**config.mk**
```make
export PLATFORM = sky130hd
export DESIGN_NAME = cbp_front
export DESIGN_NICKNAME = d
export VERILOG_FILES = /design/src/sv/cbp_pkg.sv /design/src/sv/cbp_front.sv
export SDC_FILE = /design/constraint.sdc
export NUM_CORES = 1
export LEC_CHECK = 0
export ABC_AREA = 1
export BUFFER_PORTS_ARGS = -buffer_cell sky130_fd_sc_hd__buf_4
export CAP_MARGIN = 0
export CORE_ASPECT_RATIO = 0.5
export CORE_UTILIZATION = 64
export CTS_CLUSTER_SIZE = 8
export DETAILED_ROUTE_END_ITERATION = 6
export GPL_ROUTABILITY_DRIVEN = 0
export PLACE_DENSITY = 0.91
export SYNTH_ARGS = -nofsm -noshare
export SYNTH_HDL_FRONTEND = slang
export SYNTH_SLANG_ARGS = --single-unit
```
**constraint.sdc**
```tcl
create_clock -name clk -period 25.5 [get_ports clk]
set_clock_uncertainty 0.05 [all_clocks]
set_input_delay 5.1 -clock clk [delete_from_list [all_inputs] [get_ports clk]]
set_output_delay 5.1 -clock clk [all_outputs]
set_load 0.05 [all_outputs]
```
**src/sv/cbp_pkg.sv**
```systemverilog
// Package with shared types, constants and arithmetic helpers.
`default_nettype none
package cbp_pkg;
    localparam int ANGLE_BITS = 16;
    localparam int FRAC_BITS = 16;
    localparam int CORDIC_STEPS = 24;
    localparam int TRIG_SHIFT = 30;
    localparam int CFG_IDX_BITS = 3;
    localparam int IN_BITS = 208;
    localparam int OUT_BITS = 104;

    typedef enum logic [CFG_IDX_BITS-1:0] {
        REG_CAP_A_X = 3'd0, REG_CAP_A_Y = 3'd1, REG_CAP_A_Z = 3'd2,
        REG_CAP_B_X = 3'd3, REG_CAP_B_Y = 3'd4, REG_CAP_B_Z = 3'd5,
        REG_CAP_RADIUS = 3'd6
    } cfg_idx_t;

    typedef struct packed {
        logic signed [31:0] cx;
        logic signed [31:0] cy;
        logic signed [31:0] cz;
        logic [30:0] hx;
        logic [30:0] hy;
        logic [30:0] hz;
        logic [15:0] yaw;
    } box_t;

    typedef struct packed {
        logic gate;
        logic signed [33:0] dx;
        logic signed [33:0] dz;
        logic [30:0] hx;
        logic [30:0] hz;
        logic [30:0] r;
        logic [31:0] phase;
    } task_t;

    typedef struct packed {
        logic hit;
        logic signed [31:0] push_x;
        logic signed [31:0] push_z;
        logic signed [17:0] normal_x;
        logic signed [17:0] normal_z;
    } result_t;

    localparam int QW = $bits(task_t);

    function automatic logic signed [31:0] atan_turn(input int i);
        logic signed [31:0] t;
        begin
            unique case (i)
                0: t = 32'sd536870912;  1: t = 32'sd316933406;
                2: t = 32'sd167458908;  3: t = 32'sd85004756;
                4: t = 32'sd42667334;   5: t = 32'sd21354465;
                6: t = 32'sd10679838;   7: t = 32'sd5340245;
                8: t = 32'sd2670163;    9: t = 32'sd1335087;
                10: t = 32'sd667544;    11: t = 32'sd333772;
                12: t = 32'sd166886;    13: t = 32'sd83443;
                14: t = 32'sd41722;     15: t = 32'sd20861;
                16: t = 32'sd10430;     17: t = 32'sd5215;
                18: t = 32'sd2608;      19: t = 32'sd1304;
                20: t = 32'sd652;       21: t = 32'sd326;
                22: t = 32'sd163;       default: t = 32'sd81;
            endcase
            return t;
        end
    endfunction
endpackage
`default_nettype wire

```
**src/sv/cbp_front.sv**
```systemverilog
// Front end: vertical gate, capsule midpoint offset and phase for each box beat.
`default_nettype none
module cbp_front
    import cbp_pkg::*;
(
    input  wire logic        clk,
    input  wire logic        rst_n,
    input  wire logic        cfg_we,
    input  wire logic [2:0]  cfg_idx,
    input  wire logic [31:0] cfg_data,
    input  wire logic        in_valid,
    output logic             in_ready,
    input  wire box_t        in_box,
    output logic             out_valid,
    input  wire logic        out_ready,
    output task_t            out_task
);
    logic signed [31:0] ax_reg, ay_reg, az_reg, bx_reg, by_reg, bz_reg;
    logic [30:0] r_reg;
    logic valid_reg;
    task_t task_reg;
    task_t task_next;
    logic signed [33:0] lo_y, hi_y, blo, bhi, sx, sz;
    logic signed [31:0] ymin, ymax;

    always_ff @(posedge clk or negedge rst_n)
    begin
        if (!rst_n)
        begin
            ax_reg <= '0; ay_reg <= '0; az_reg <= '0;
            bx_reg <= '0; by_reg <= '0; bz_reg <= '0;
            r_reg <= '0;
        end
        else if (cfg_we)
        begin
            unique case (cfg_idx)
                REG_CAP_A_X:    ax_reg <= cfg_data;
                REG_CAP_A_Y:    ay_reg <= cfg_data;
                REG_CAP_A_Z:    az_reg <= cfg_data;
                REG_CAP_B_X:    bx_reg <= cfg_data;
                REG_CAP_B_Y:    by_reg <= cfg_data;
                REG_CAP_B_Z:    bz_reg <= cfg_data;
                REG_CAP_RADIUS: r_reg <= cfg_data[30:0];
                default: ;
            endcase
        end
    end

    always_comb
    begin
        ymin = (ay_reg < by_reg) ? ay_reg : by_reg;
        ymax = (ay_reg > by_reg) ? ay_reg : by_reg;
        lo_y = 34'(ymin) - 34'(signed'({1'b0, r_reg}));
        hi_y = 34'(ymax) + 34'(signed'({1'b0, r_reg}));
        blo = 34'(in_box.cy) - 34'(signed'({1'b0, in_box.hy}));
        bhi = 34'(in_box.cy) + 34'(signed'({1'b0, in_box.hy}));
        sx = 34'(ax_reg) + 34'(bx_reg);
        sz = 34'(az_reg) + 34'(bz_reg);
        task_next.gate = !(hi_y < blo || lo_y > bhi);
        task_next.dx = (sx >>> 1) - 34'(in_box.cx);
        task_next.dz = (sz >>> 1) - 34'(in_box.cz);
        task_next.hx = in_box.hx;
        task_next.hz = in_box.hz;
        task_next.r = r_reg;
        task_next.phase = {in_box.yaw[ANGLE_BITS-1:0], {(32-ANGLE_BITS){1'b0}}};
    end

    assign in_ready = !valid_reg || out_ready;
    assign out_valid = valid_reg;
    assign out_task = task_reg;

    always_ff @(posedge clk or negedge rst_n)
    begin
        if (!rst_n)
        begin
            valid_reg <= 1'b0;
        end
        else if (in_ready)
        begin
            valid_reg <= in_valid;
        end
    end

    always_ff @(posedge clk)
    begin
        if (in_ready && in_valid)
        begin
            task_reg <= task_next;
        end
    end
endmodule
`default_nettype wire

```
==> impl_results.md <==
* PD cells at between 100 and 150 nW/um2
* Post-synthesis cell count at ~4100
* Crit Path Class: input port to output pin
* WL final at roughly 96 mm
* IO Pins at 441
* Outcome: finished clean
* RSZ-0062 raised after global routing: no
* Max Cap Violations at 0
* Clk sink count at 400
* R2R setup slack at around 19 ns
* CP Launch Type: input port
* Total Routing Usage GR at 0.372
* Drt drc at 0
* Peak VDD IR at between 60 and 70 uV
* Longest Clk Path Bufs at 3
* Setup TNS Final at 0 ns
* Biggest area consumer among synthesized cells: dfrtp_1
* Num CTS Buffers at between 50 and 60
* Layout cells sized above 1 at 0.121
* Clk root buf: clkbuf_16
* Clk_lat worst skew at roughly 0.59 ns
* Dpl hpwl at ~74 mm
* Critical path peak fanout at 2
* Die ar. at about 50000 um2
* Reg2Reg Launch Point: by_reg[23]
* Drt first-iter violations at 4031
* FILL cells at ~3300
* Worst EP required at between 20 and 25 ns
* Most frequent cells in the layout: nand2_1 (925), inv_1 (564), buf_4 (436)
* Slew @ Worst Pin at ~1.2 ns
* Fin nets at 5082
* Hold crit path type: register to register
* Fin util at 0.767
* FF-to-FF path depth at 33
* Largest register FFs at 176
* Antenna Violating Nets Remaining at 0
* Global-route wire length before repair at 147 mm
* Sequential area share after synthesis at 0.349
* Netlist cell types at 46
* Post-CTS Setup Bufs at 0
* CTS clk-pin slew, worst paths at around 0.05 ns
* Placed Instances at between 5000 and 6000
* Synth Cell Area at approximately 31000 um2
* Worst setup EP type: output pin
* Final Slew Violations at 0
* Avg WL per Cell at about 19 um
* N_diodes at 0
* Critical Path Source: out_ready
* CTS tree: built
* Starting Density at 0.657
* Via density at between 6 and 7
* Slew HR at 0.183
* Vias in the first global route at roughly 29000
* Yosys top cell area share at 0.180
* H-tree levels at 2
* R2R Path End: out_task[193]
* Yosys Warn Count at 0
* Main area contributors after synthesis: dfrtp_1 (18%), edfxtp_1 (17%), ha_1 (14%)
* Resized cells post-CTS at 0
* Commonest non-fill, non-tap cell in the layout: nand2_1
* Non-Filler Instances at approximately 5200
* DRT Pass-1 Iters at 7
* Synth Register Bits at 400
* Die Height at ~160 um
* Global route total overflow at 0
* Setup Viol. Count Final at 0
* Crit path capture: in_ready
* Syn Area/Cell at 7.67 um2
* Core ar. at roughly 48000 um2
* Max Freq at about 93 MHz
* Largest net degree at the start of global routing at 111
* Cts-stage hold buffer count at 0
* Fin crit share at 0.423
* Critical path arrival at between 5 and 6 ns
* Die width at between 300 and 400 um
* I/O Buffers at around 420
* Via count at 31100
* Area Overhead vs Synth at 16.8%
* Min Clock Period, post-route at about 11 ns
* Leak at 18.4 nW
* Row count at 56
* Final hold violation count at 0
* Initial antenna violation count at 2
## area by class of cell
class,count,area (um2),share of cell area
Clock buffer,89,1530,0.0419
Clock inverter,4,53.8,0.00148
Inverter,564,2120,0.0581
Multi-Input combinational cell,3023,17800,0.488
Sequential cell,400,10900,0.299
Tap cell,638,798,0.0219
Timing Repair Buffer,437,3290,0.0902
## worst min path at each step
stage / from / to / slack, ns / cells past startpoint
2_1_floorplan: bx_reg[0] / bx_reg[0] / 0.40 / 2
3_3_place_gp: bz_reg[0] / bz_reg[0] / 0.42 / 2
3_5_place_dp: bz_reg[0] / bz_reg[0] / 0.42 / 2
4_1_cts: az_reg[0] / az_reg[0] / 0.44 / 2
5_1_grt: bx_reg[5] / bx_reg[5] / 0.46 / 2
6_report: bz_reg[21] / bz_reg[21] / 0.44 / 2
## kinds of logic after synthesis
| kind of cell | count (synthesis) | share of synthesized area |
|---|---|---|
| AOI/OAI and AO/OA | 925 | 0.164 |
| and+or+nand+nor | 1499 | 0.194 |
| adders and majority gates | 355 | 0.144 |
| buffers and inverters | 661 | 0.0842 |
| DFF | 400 | 0.349 |
| other | 1 | 0.000120 |
| xor gates and xnor gates | 228 | 0.0640 |
## where the power goes
group | internal, mW | leakage, nW | switching (mW) | total (mW)
combinational | 0.879 | 13.2 | 1.76 | 2.63
sequential | 0.865 | 4.50 | 0.0871 | 0.952
clock | 0.405 | 0.754 | 0.279 | 0.684
total | 2.15 | 18.4 | 2.12 | 4.27
## cell usage after synthesis (all sizes together)
master and n:
o31a 2, o21a 8, xnor2 52, a21oi 328, a31oi 21, o21bai 30, nand4 37, buf 44
a211oi 9, fa 8, inv 564, conb 1, and2 1, o2111ai 1, nand3 120, clkbuf 53
a21o 34, edfxtp 176, o211ai 12, dfrtp 224, and3 1, nand3b 11, or2 2, o21ai 452
nand2 928, a31o 1, xor2 176, nor2 331, nor4 21, nor3 46, a221oi 5, a21boi 18
o211a 1, ha 347, o221a 3, nor3b 1
## per-stage QoR
step / cell area, um2 / hold slack [ns] / power (mW) / worst slack (ns)
2_1_floorplan: 31300 / 0.403 / 2.80 / 11.08
3_3_place_gp: 34900 / 0.416 / 3.36 / 14.76
3_5_place_dp: 34900 / 0.423 / 3.47 / 14.74
4_1_cts: 36400 / 0.440 / 4.18 / 14.72
5_1_grt: 36400 / 0.464 / 4.53 / 14.71
6_report: 36400 / 0.441 / 4.27 / 14.71
## worst max-delay path, stage by stage
cell and delay, ns:
buf_4 0.11, inv_1 0.11, nand2_1 0.11, buf_4 0.21
## routing by layer
layer	up-vias	part of all wire	global-route usage
met3	413	0.10	0.0593
met5	-	0	0
li1	14300	-	-
met1	14200	0.38	0.471
met4	0	0.050	0.164
met2	2095	0.47	0.634
No activity file was read; power rests on OpenSTA's default activity.
