--- config.mk ---
export PLATFORM = sky130hd
export DESIGN_NAME = cbp_queue
export DESIGN_NICKNAME = d
export VERILOG_FILES = /design/src/sv/cbp_pkg.sv /design/src/sv/cbp_ram.sv /design/src/sv/cbp_queue.sv
export SDC_FILE = /design/constraint.sdc
export NUM_CORES = 1
export LEC_CHECK = 0
export BUFFER_PORTS_ARGS = -buffer_cell sky130_fd_sc_hd__buf_2
export CAP_MARGIN = 20
export CORE_UTILIZATION = 55
export CTS_BUF_LIST = sky130_fd_sc_hd__clkbuf_16
export CTS_CLUSTER_DIAMETER = 150
export DETAILED_ROUTE_END_ITERATION = 6
export GPL_ROUTABILITY_DRIVEN = 0
export PLACE_DENSITY = 0.79
export SKIP_LAST_GASP = 1
export SLEW_MARGIN = 20
export SYNTH_ARGS = -nofsm -noshare
export SYNTH_HDL_FRONTEND = slang
export SYNTH_SLANG_ARGS = --single-unit
--- constraint.sdc ---
create_clock -name clk -period 8.7 [get_ports clk]
set_clock_uncertainty 0.15 [all_clocks]
set_input_delay 1.74 -clock clk [delete_from_list [all_inputs] [get_ports clk]]
set_output_delay 1.74 -clock clk [all_outputs]
set_load 0.05 [all_outputs]
--- src/sv/cbp_pkg.sv ---
// Package with shared types, constants and arithmetic helpers.
`default_nettype none
package cbp_pkg;
    localparam int ANGLE_BITS = 16;
    localparam int FRAC_BITS = 16;
    localparam int CORDIC_STEPS = 24;
    localparam int TRIG_SHIFT = 30;
    localparam int CFG_IDX_BITS = 3;
    localparam int IN_BITS = 208;
    localparam int OUT_BITS = 104;

    typedef enum logic [CFG_IDX_BITS-1:0] {
        REG_CAP_A_X = 3'd0, REG_CAP_A_Y = 3'd1, REG_CAP_A_Z = 3'd2,
        REG_CAP_B_X = 3'd3, REG_CAP_B_Y = 3'd4, REG_CAP_B_Z = 3'd5,
        REG_CAP_RADIUS = 3'd6
    } cfg_idx_t;

    typedef struct packed {
        logic signed [31:0] cx;
        logic signed [31:0] cy;
        logic signed [31:0] cz;
        logic [30:0] hx;
        logic [30:0] hy;
        logic [30:0] hz;
        logic [15:0] yaw;
    } box_t;

    typedef struct packed {
        logic gate;
        logic signed [33:0] dx;
        logic signed [33:0] dz;
        logic [30:0] hx;
        logic [30:0] hz;
        logic [30:0] r;
        logic [31:0] phase;
    } task_t;

    typedef struct packed {
        logic hit;
        logic signed [31:0] push_x;
        logic signed [31:0] push_z;
        logic signed [17:0] normal_x;
        logic signed [17:0] normal_z;
    } result_t;

    localparam int QW = $bits(task_t);

    function automatic logic signed [31:0] atan_turn(input int i);
        logic signed [31:0] t;
        begin
            unique case (i)
                0: t = 32'sd536870912;  1: t = 32'sd316933406;
                2: t = 32'sd167458908;  3: t = 32'sd85004756;
                4: t = 32'sd42667334;   5: t = 32'sd21354465;
                6: t = 32'sd10679838;   7: t = 32'sd5340245;
                8: t = 32'sd2670163;    9: t = 32'sd1335087;
                10: t = 32'sd667544;    11: t = 32'sd333772;
                12: t = 32'sd166886;    13: t = 32'sd83443;
                14: t = 32'sd41722;     15: t = 32'sd20861;
                16: t = 32'sd10430;     17: t = 32'sd5215;
                18: t = 32'sd2608;      19: t = 32'sd1304;
                20: t = 32'sd652;       21: t = 32'sd326;
                22: t = 32'sd163;       default: t = 32'sd81;
            endcase
            return t;
        end
    endfunction
endpackage
`default_nettype wire

--- src/sv/cbp_ram.sv ---
// Generic single-write, single-read RAM with registered read data.
`default_nettype none
module cbp_ram #(
    parameter int WIDTH = 8,
    parameter int DEPTH = 4
) (
    input  wire logic                     clk,
    input  wire logic                     we,
    input  wire logic [$clog2(DEPTH)-1:0] waddr,
    input  wire logic [WIDTH-1:0]         wdata,
    input  wire logic [$clog2(DEPTH)-1:0] raddr,
    output logic      [WIDTH-1:0]         rdata
);
    logic [WIDTH-1:0] mem [DEPTH];

    always_ff @(posedge clk)
    begin
        if (we)
        begin
            mem[waddr] <= wdata;
        end
        rdata <= mem[raddr];
    end
endmodule
`default_nettype wire

--- src/sv/cbp_queue.sv ---
// Short FIFO between front and back ends, built on the generic RAM.
`default_nettype none
module cbp_queue
    import cbp_pkg::*;
(
    input  wire logic  clk,
    input  wire logic  rst_n,
    input  wire logic  in_valid,
    output logic       in_ready,
    input  wire task_t in_data,
    output logic       out_valid,
    input  wire logic  out_ready,
    output task_t      out_data
);
    localparam int DEPTH = 4;
    localparam int AW = $clog2(DEPTH);

    logic [AW-1:0] wp_reg, rp_reg;
    logic [AW:0] cnt_reg;
    logic [QW-1:0] rdata;
    logic push, pop_ram, deq;

    // The output stage is a two-entry buffer fed from RAM in the cycle after a
    // read. A read is issued only when its data is sure to find a free entry,
    // so a beat can leave every cycle.
    logic rd_pend_reg;
    logic [1:0] ocnt_reg, ocnt_next;
    task_t h0_reg, h1_reg, h0_next, h1_next;
    logic [2:0] occ;
    logic [AW:0] avail;

    assign in_ready = (cnt_reg != (AW+1)'(DEPTH));
    assign push = in_valid && in_ready;
    assign deq = out_ready && (ocnt_reg != 2'd0);
    assign occ = 3'(ocnt_reg) + 3'(rd_pend_reg) - 3'(deq);
    assign avail = cnt_reg;
    assign pop_ram = (occ <= 3'd1) && (avail != '0);
    assign ocnt_next = 2'(occ);

    cbp_ram #(.WIDTH(QW), .DEPTH(DEPTH)) u_ram (
        .clk(clk), .we(push), .waddr(wp_reg), .wdata(in_data),
        .raddr(rp_reg), .rdata(rdata)
    );

    always_comb
    begin
        h0_next = h0_reg;
        h1_next = h1_reg;
        if (deq)
        begin
            h0_next = h1_reg;
        end
        if (rd_pend_reg)
        begin
            if ((ocnt_reg - 2'(deq)) == 2'd0)
            begin
                h0_next = task_t'(rdata);
            end
            else
            begin
                h1_next = task_t'(rdata);
            end
        end
    end

    always_ff @(posedge clk or negedge rst_n)
    begin
        if (!rst_n)
        begin
            wp_reg <= '0; rp_reg <= '0; cnt_reg <= '0;
            rd_pend_reg <= 1'b0; ocnt_reg <= '0;
        end
        else
        begin
            if (push)
            begin
                wp_reg <= wp_reg + 1'b1;
            end
            if (pop_ram)
            begin
                rp_reg <= rp_reg + 1'b1;
            end
            cnt_reg <= cnt_reg + (AW+1)'(push) - (AW+1)'(pop_ram);
            rd_pend_reg <= pop_ram;
            ocnt_reg <= ocnt_next;
        end
    end

    always_ff @(posedge clk)
    begin
        h0_reg <= h0_next;
        h1_reg <= h1_next;
    end

    assign out_valid = (ocnt_reg != 2'd0);
    assign out_data = h0_reg;
endmodule
`default_nettype wire

==> key figures <==
GRT
  – GRT met2 Usage: 0.350
  – Global routing usage on met3: 0.0517
  – M1 GR Usage: 0.238
  – Total gr overflow: 0
  – Initial antenna violation count: 34
  – Grt peak-use layer: met2
  – Vias in the first global route: 22.0k
  – Total track usage: 0.203
  – First-pass GRT wire length: 131 mm
  – Largest net degree at the start of global routing: 119

STA
  – Period utilization: 0.497
  – Fin Setup TNS: 0 ns
  – RSZ-0062 raised after global routing: false
  – Final setup margin: 4.37 ns
  – Worst-Margin Slew: 1.15 ns
  – Slew Limit Headroom: 0.236
  – Fmax achieved: 231 MHz
  – Slew Limit Fails: 0
  – Setup Viol. Count Final: 0
  – Minimum clock period: 4.33 ns
  – Final Hold Violating Endpoints: 0

Placement
  – Worst slack, placed: 3.66 ns
  – DP HPWL: 50.1 mm
  – Buffers on Ports: 393
  – Placed inst area: 49900 um2

Layout
  – Multi-input gate area: 9080 um2
  – Register area: 37200 um2
  – Biggest register: u_ram.mem
  – Max reg flops: 776
  – Share of layout cells above drive strength 1: 0.450
  – Area Overhead vs Synth: 15.8%
  – # fillers: 5417
  – Layout Nets: 2751
  – Final instance area: 54200 um2

Synthesis
  – Post-Syn Nets: 2286
  – Cell Area, Synth: 46800 um2
  – Number of flops mapped to enable cells by yosys: 970
  – Sequential area share after synthesis: 0.794
  – Ys Warns: 0
  – Post-synth cell types: 26
  – FF+latch count, synth: 1368
  – Ys async rst share: 0.00731
  – Commonest register cell after synthesis: edfxtp_1
  – Syn Inst Count: 2078
  – Syn Area/Cell: 22.5 um2

Detailed routing
  – ANT nets after route: 0
  – DRT Wirelength: 86.9 mm
  – DRC: 0
  – Drt pass-1 iters: 5
  – Initial DRC Count: 1109
  – Routed vias: 20.6k
  – Routed wire per std cell: 22.8 um
  – Vias per std cell: 5.42

Critical path
  – Crit path max fanout: 4
  – Startpoint types: primary input
  – CP delay by family, top: adder cells
  – Most common cell on crit path: ha_1
  – Worst-path cell chain: buf_2 -> nand3b_1 -> o21ai_0 -> ha_1 -> fa_1 -> nor3_1 -> ha_1 -> inv_1 -> ha_1 -> inv_1 -> fa_1 -> xnor2_1 -> xnor2_1
  – Crit path kind: in2reg
  – CP arrival: 4.78 ns
  – WP buf/inv: 3
  – CP required: 9.16 ns
  – Critical Path Max Stage Delay: 0.50 ns
  – CP max stage cell: fa_1
  – Crit end category: flop

Die
  – Std-Cell Rows: 106
  – Die X: 294 um
  – Ports: 394
  – Die area: 86300 um2
  – Initial Utilization: 0.557
  – Core Region: 84000 um2
  – Height of the die: 294 um

Pwr
  – Worst VDD drop: 0.255 mV
  – Static leakage: 0.0192 uW
  – P_sw: 7020 uW
  – Power density cells: 405 nW/um2
  – Combinational share of power: 0.287
  – Final Total Pwr: 21900 uW
  – Register share of total power: 0.463
  – Switching part of the total: 0.320
  – Internal power: 14900 uW
  – Clock network fraction of design power: 0.250

Clock tree
  – Post-cts resize count: 0
  – Number of CTS-inserted buffers: 135
  – Clk root buf: clkbuf_16
  – Worst skew pair latency: 0.68 ns
  – Hold Buf Count CTS: 0
  – H-tree depth: 4
  – CTS tree: done
  – CTS Buffer Depth: 3
  – Sink Count: 1368
  – Setup bufs post-CTS: 0
  – Clk slew on worst S/H paths: 0.06 ns

Run
  – Max cap viols: 0

Worst hold path
  – Worst min-delay path class: reg2reg

Outcome
  – Status: completed
[cell families (layout without fill, tap and decap cells)]
kind of cell / after synthesis / after routing / synth area share
muxes: 583 / 583 / 0.187
xor gates and xnor gates: 6 / 6 / 0.00112
buffers and inverters: 95 / 672 / 0.0129
adders and majority gates: 10 / 10 / 0.00299
AOI/OAI and AO/OA: 5 / 5 / 0.000936
other: 0 / 16 / 0
and+or+nand+nor: 11 / 11 / 0.00134
DFF: 1368 / 1368 / 0.794
[power by group through the flow]
stage / clock, uW / combinational, uW / sequential [uW]
6_report: 5480 / 6300 / 10100
5_1_grt: 5860 / 6660 / 10300
4_1_cts: 5600 / 6420 / 10200
3_5_place_dp: 0 / 6380 / 10300
3_3_place_gp: 0 / 6260 / 10100
2_1_floorplan: 0 / 3270 / 11800
[through the flow]
stage	std cells	utilization	hold WS, ns
after CTS	3789	0.645	0.264
after detailed placement	3540	0.594	0.261
final	3805	0.645	0.265
after floorplan	2078	-	0.254
after global placement	3540	0.594	0.258
after global routing	3801	0.645	0.266
[routing by layer]
| metal | vias to the layer above | part of all wire |
|---|---|---|
| met5 | - | 0.0028 |
| met4 | 40 | 0.036 |
| met3 | 211 | 0.053 |
| met2 | 459 | 0.53 |
| met1 | 10700 | 0.38 |
| li1 | 9269 | - |
[cell usage after synthesis (all sizes together), types with 2 or more instances]
| master | number | area [um2] |
|---|---|---|
| fa | 2 | 40.0 |
| inv | 9 | 33.8 |
| clkbuf | 9 | 33.8 |
| xor2 | 2 | 17.5 |
| dfrtp | 10 | 250 |
| ha | 8 | 100 |
| xnor2 | 4 | 35.0 |
| buf | 77 | 536 |
| o21ai | 2 | 13.8 |
| nor3 | 2 | 10.0 |
| mux2 | 389 | 4380 |
| mux4 | 194 | 4370 |
| and2 | 4 | 25.0 |
| nand2 | 2 | 7.51 |
| dfxtp | 388 | 7770 |
| edfxtp | 970 | 29100 |
[cell usage in the layout, fill, tap and decap left out, types with 2 or more instances in the layout]
master,netlist,final
and2_4,0,4
buf_12,0,7
buf_2,32,393
buf_4,19,14
bufinv_16,0,8
clkbuf_16,0,139
clkinv_1,0,31
clkinv_2,0,26
clkinvlp_4,0,3
dfrtp_1,10,8
dfrtp_4,0,2
dfxtp_1,388,388
diode_2,0,16
edfxtp_1,970,970
fa_1,2,2
ha_1,8,8
inv_1,9,39
inv_16,0,2
inv_6,0,8
mux2_2,389,389
mux4_2,194,194
nand2_1,2,2
nor3_1,2,2
xnor2_1,4,4
xor2_1,2,2
[worst paths after layout]
| path | start | depth (start not counted) | slack (ns) | end |
|---|---|---|---|---|
| min in group asynchronous | rst_n | 1 | 0.76 | wp_reg[1] |
| max in group asynchronous | rst_n | 1 | 7.42 | rp_reg[1] |
| hold reg to reg | u_ram.rdata[162] | 0 | 0.27 | h1_reg[162] |
| setup reg to reg | ocnt_reg[0] | 12 | 5.12 | avail[2] |
| hold / removal | u_ram.rdata[162] | 0 | 0.27 | h1_reg[162] |
| setup / recovery | out_ready | 13 | 4.37 | avail[2] |
[area by class of cell]
class / count / area share
sequential: 1368 / 0.686
multi-input combinational: 615 / 0.168
clock buffer: 139 / 0.0642
timing repair buffer: 414 / 0.0408
tap: 1134 / 0.0262
clock inverter: 110 / 0.0140
antenna: 16 / 0.000739
inverter: 9 / 0.000624
Note: power is estimated with default switching activity, not from simulation.
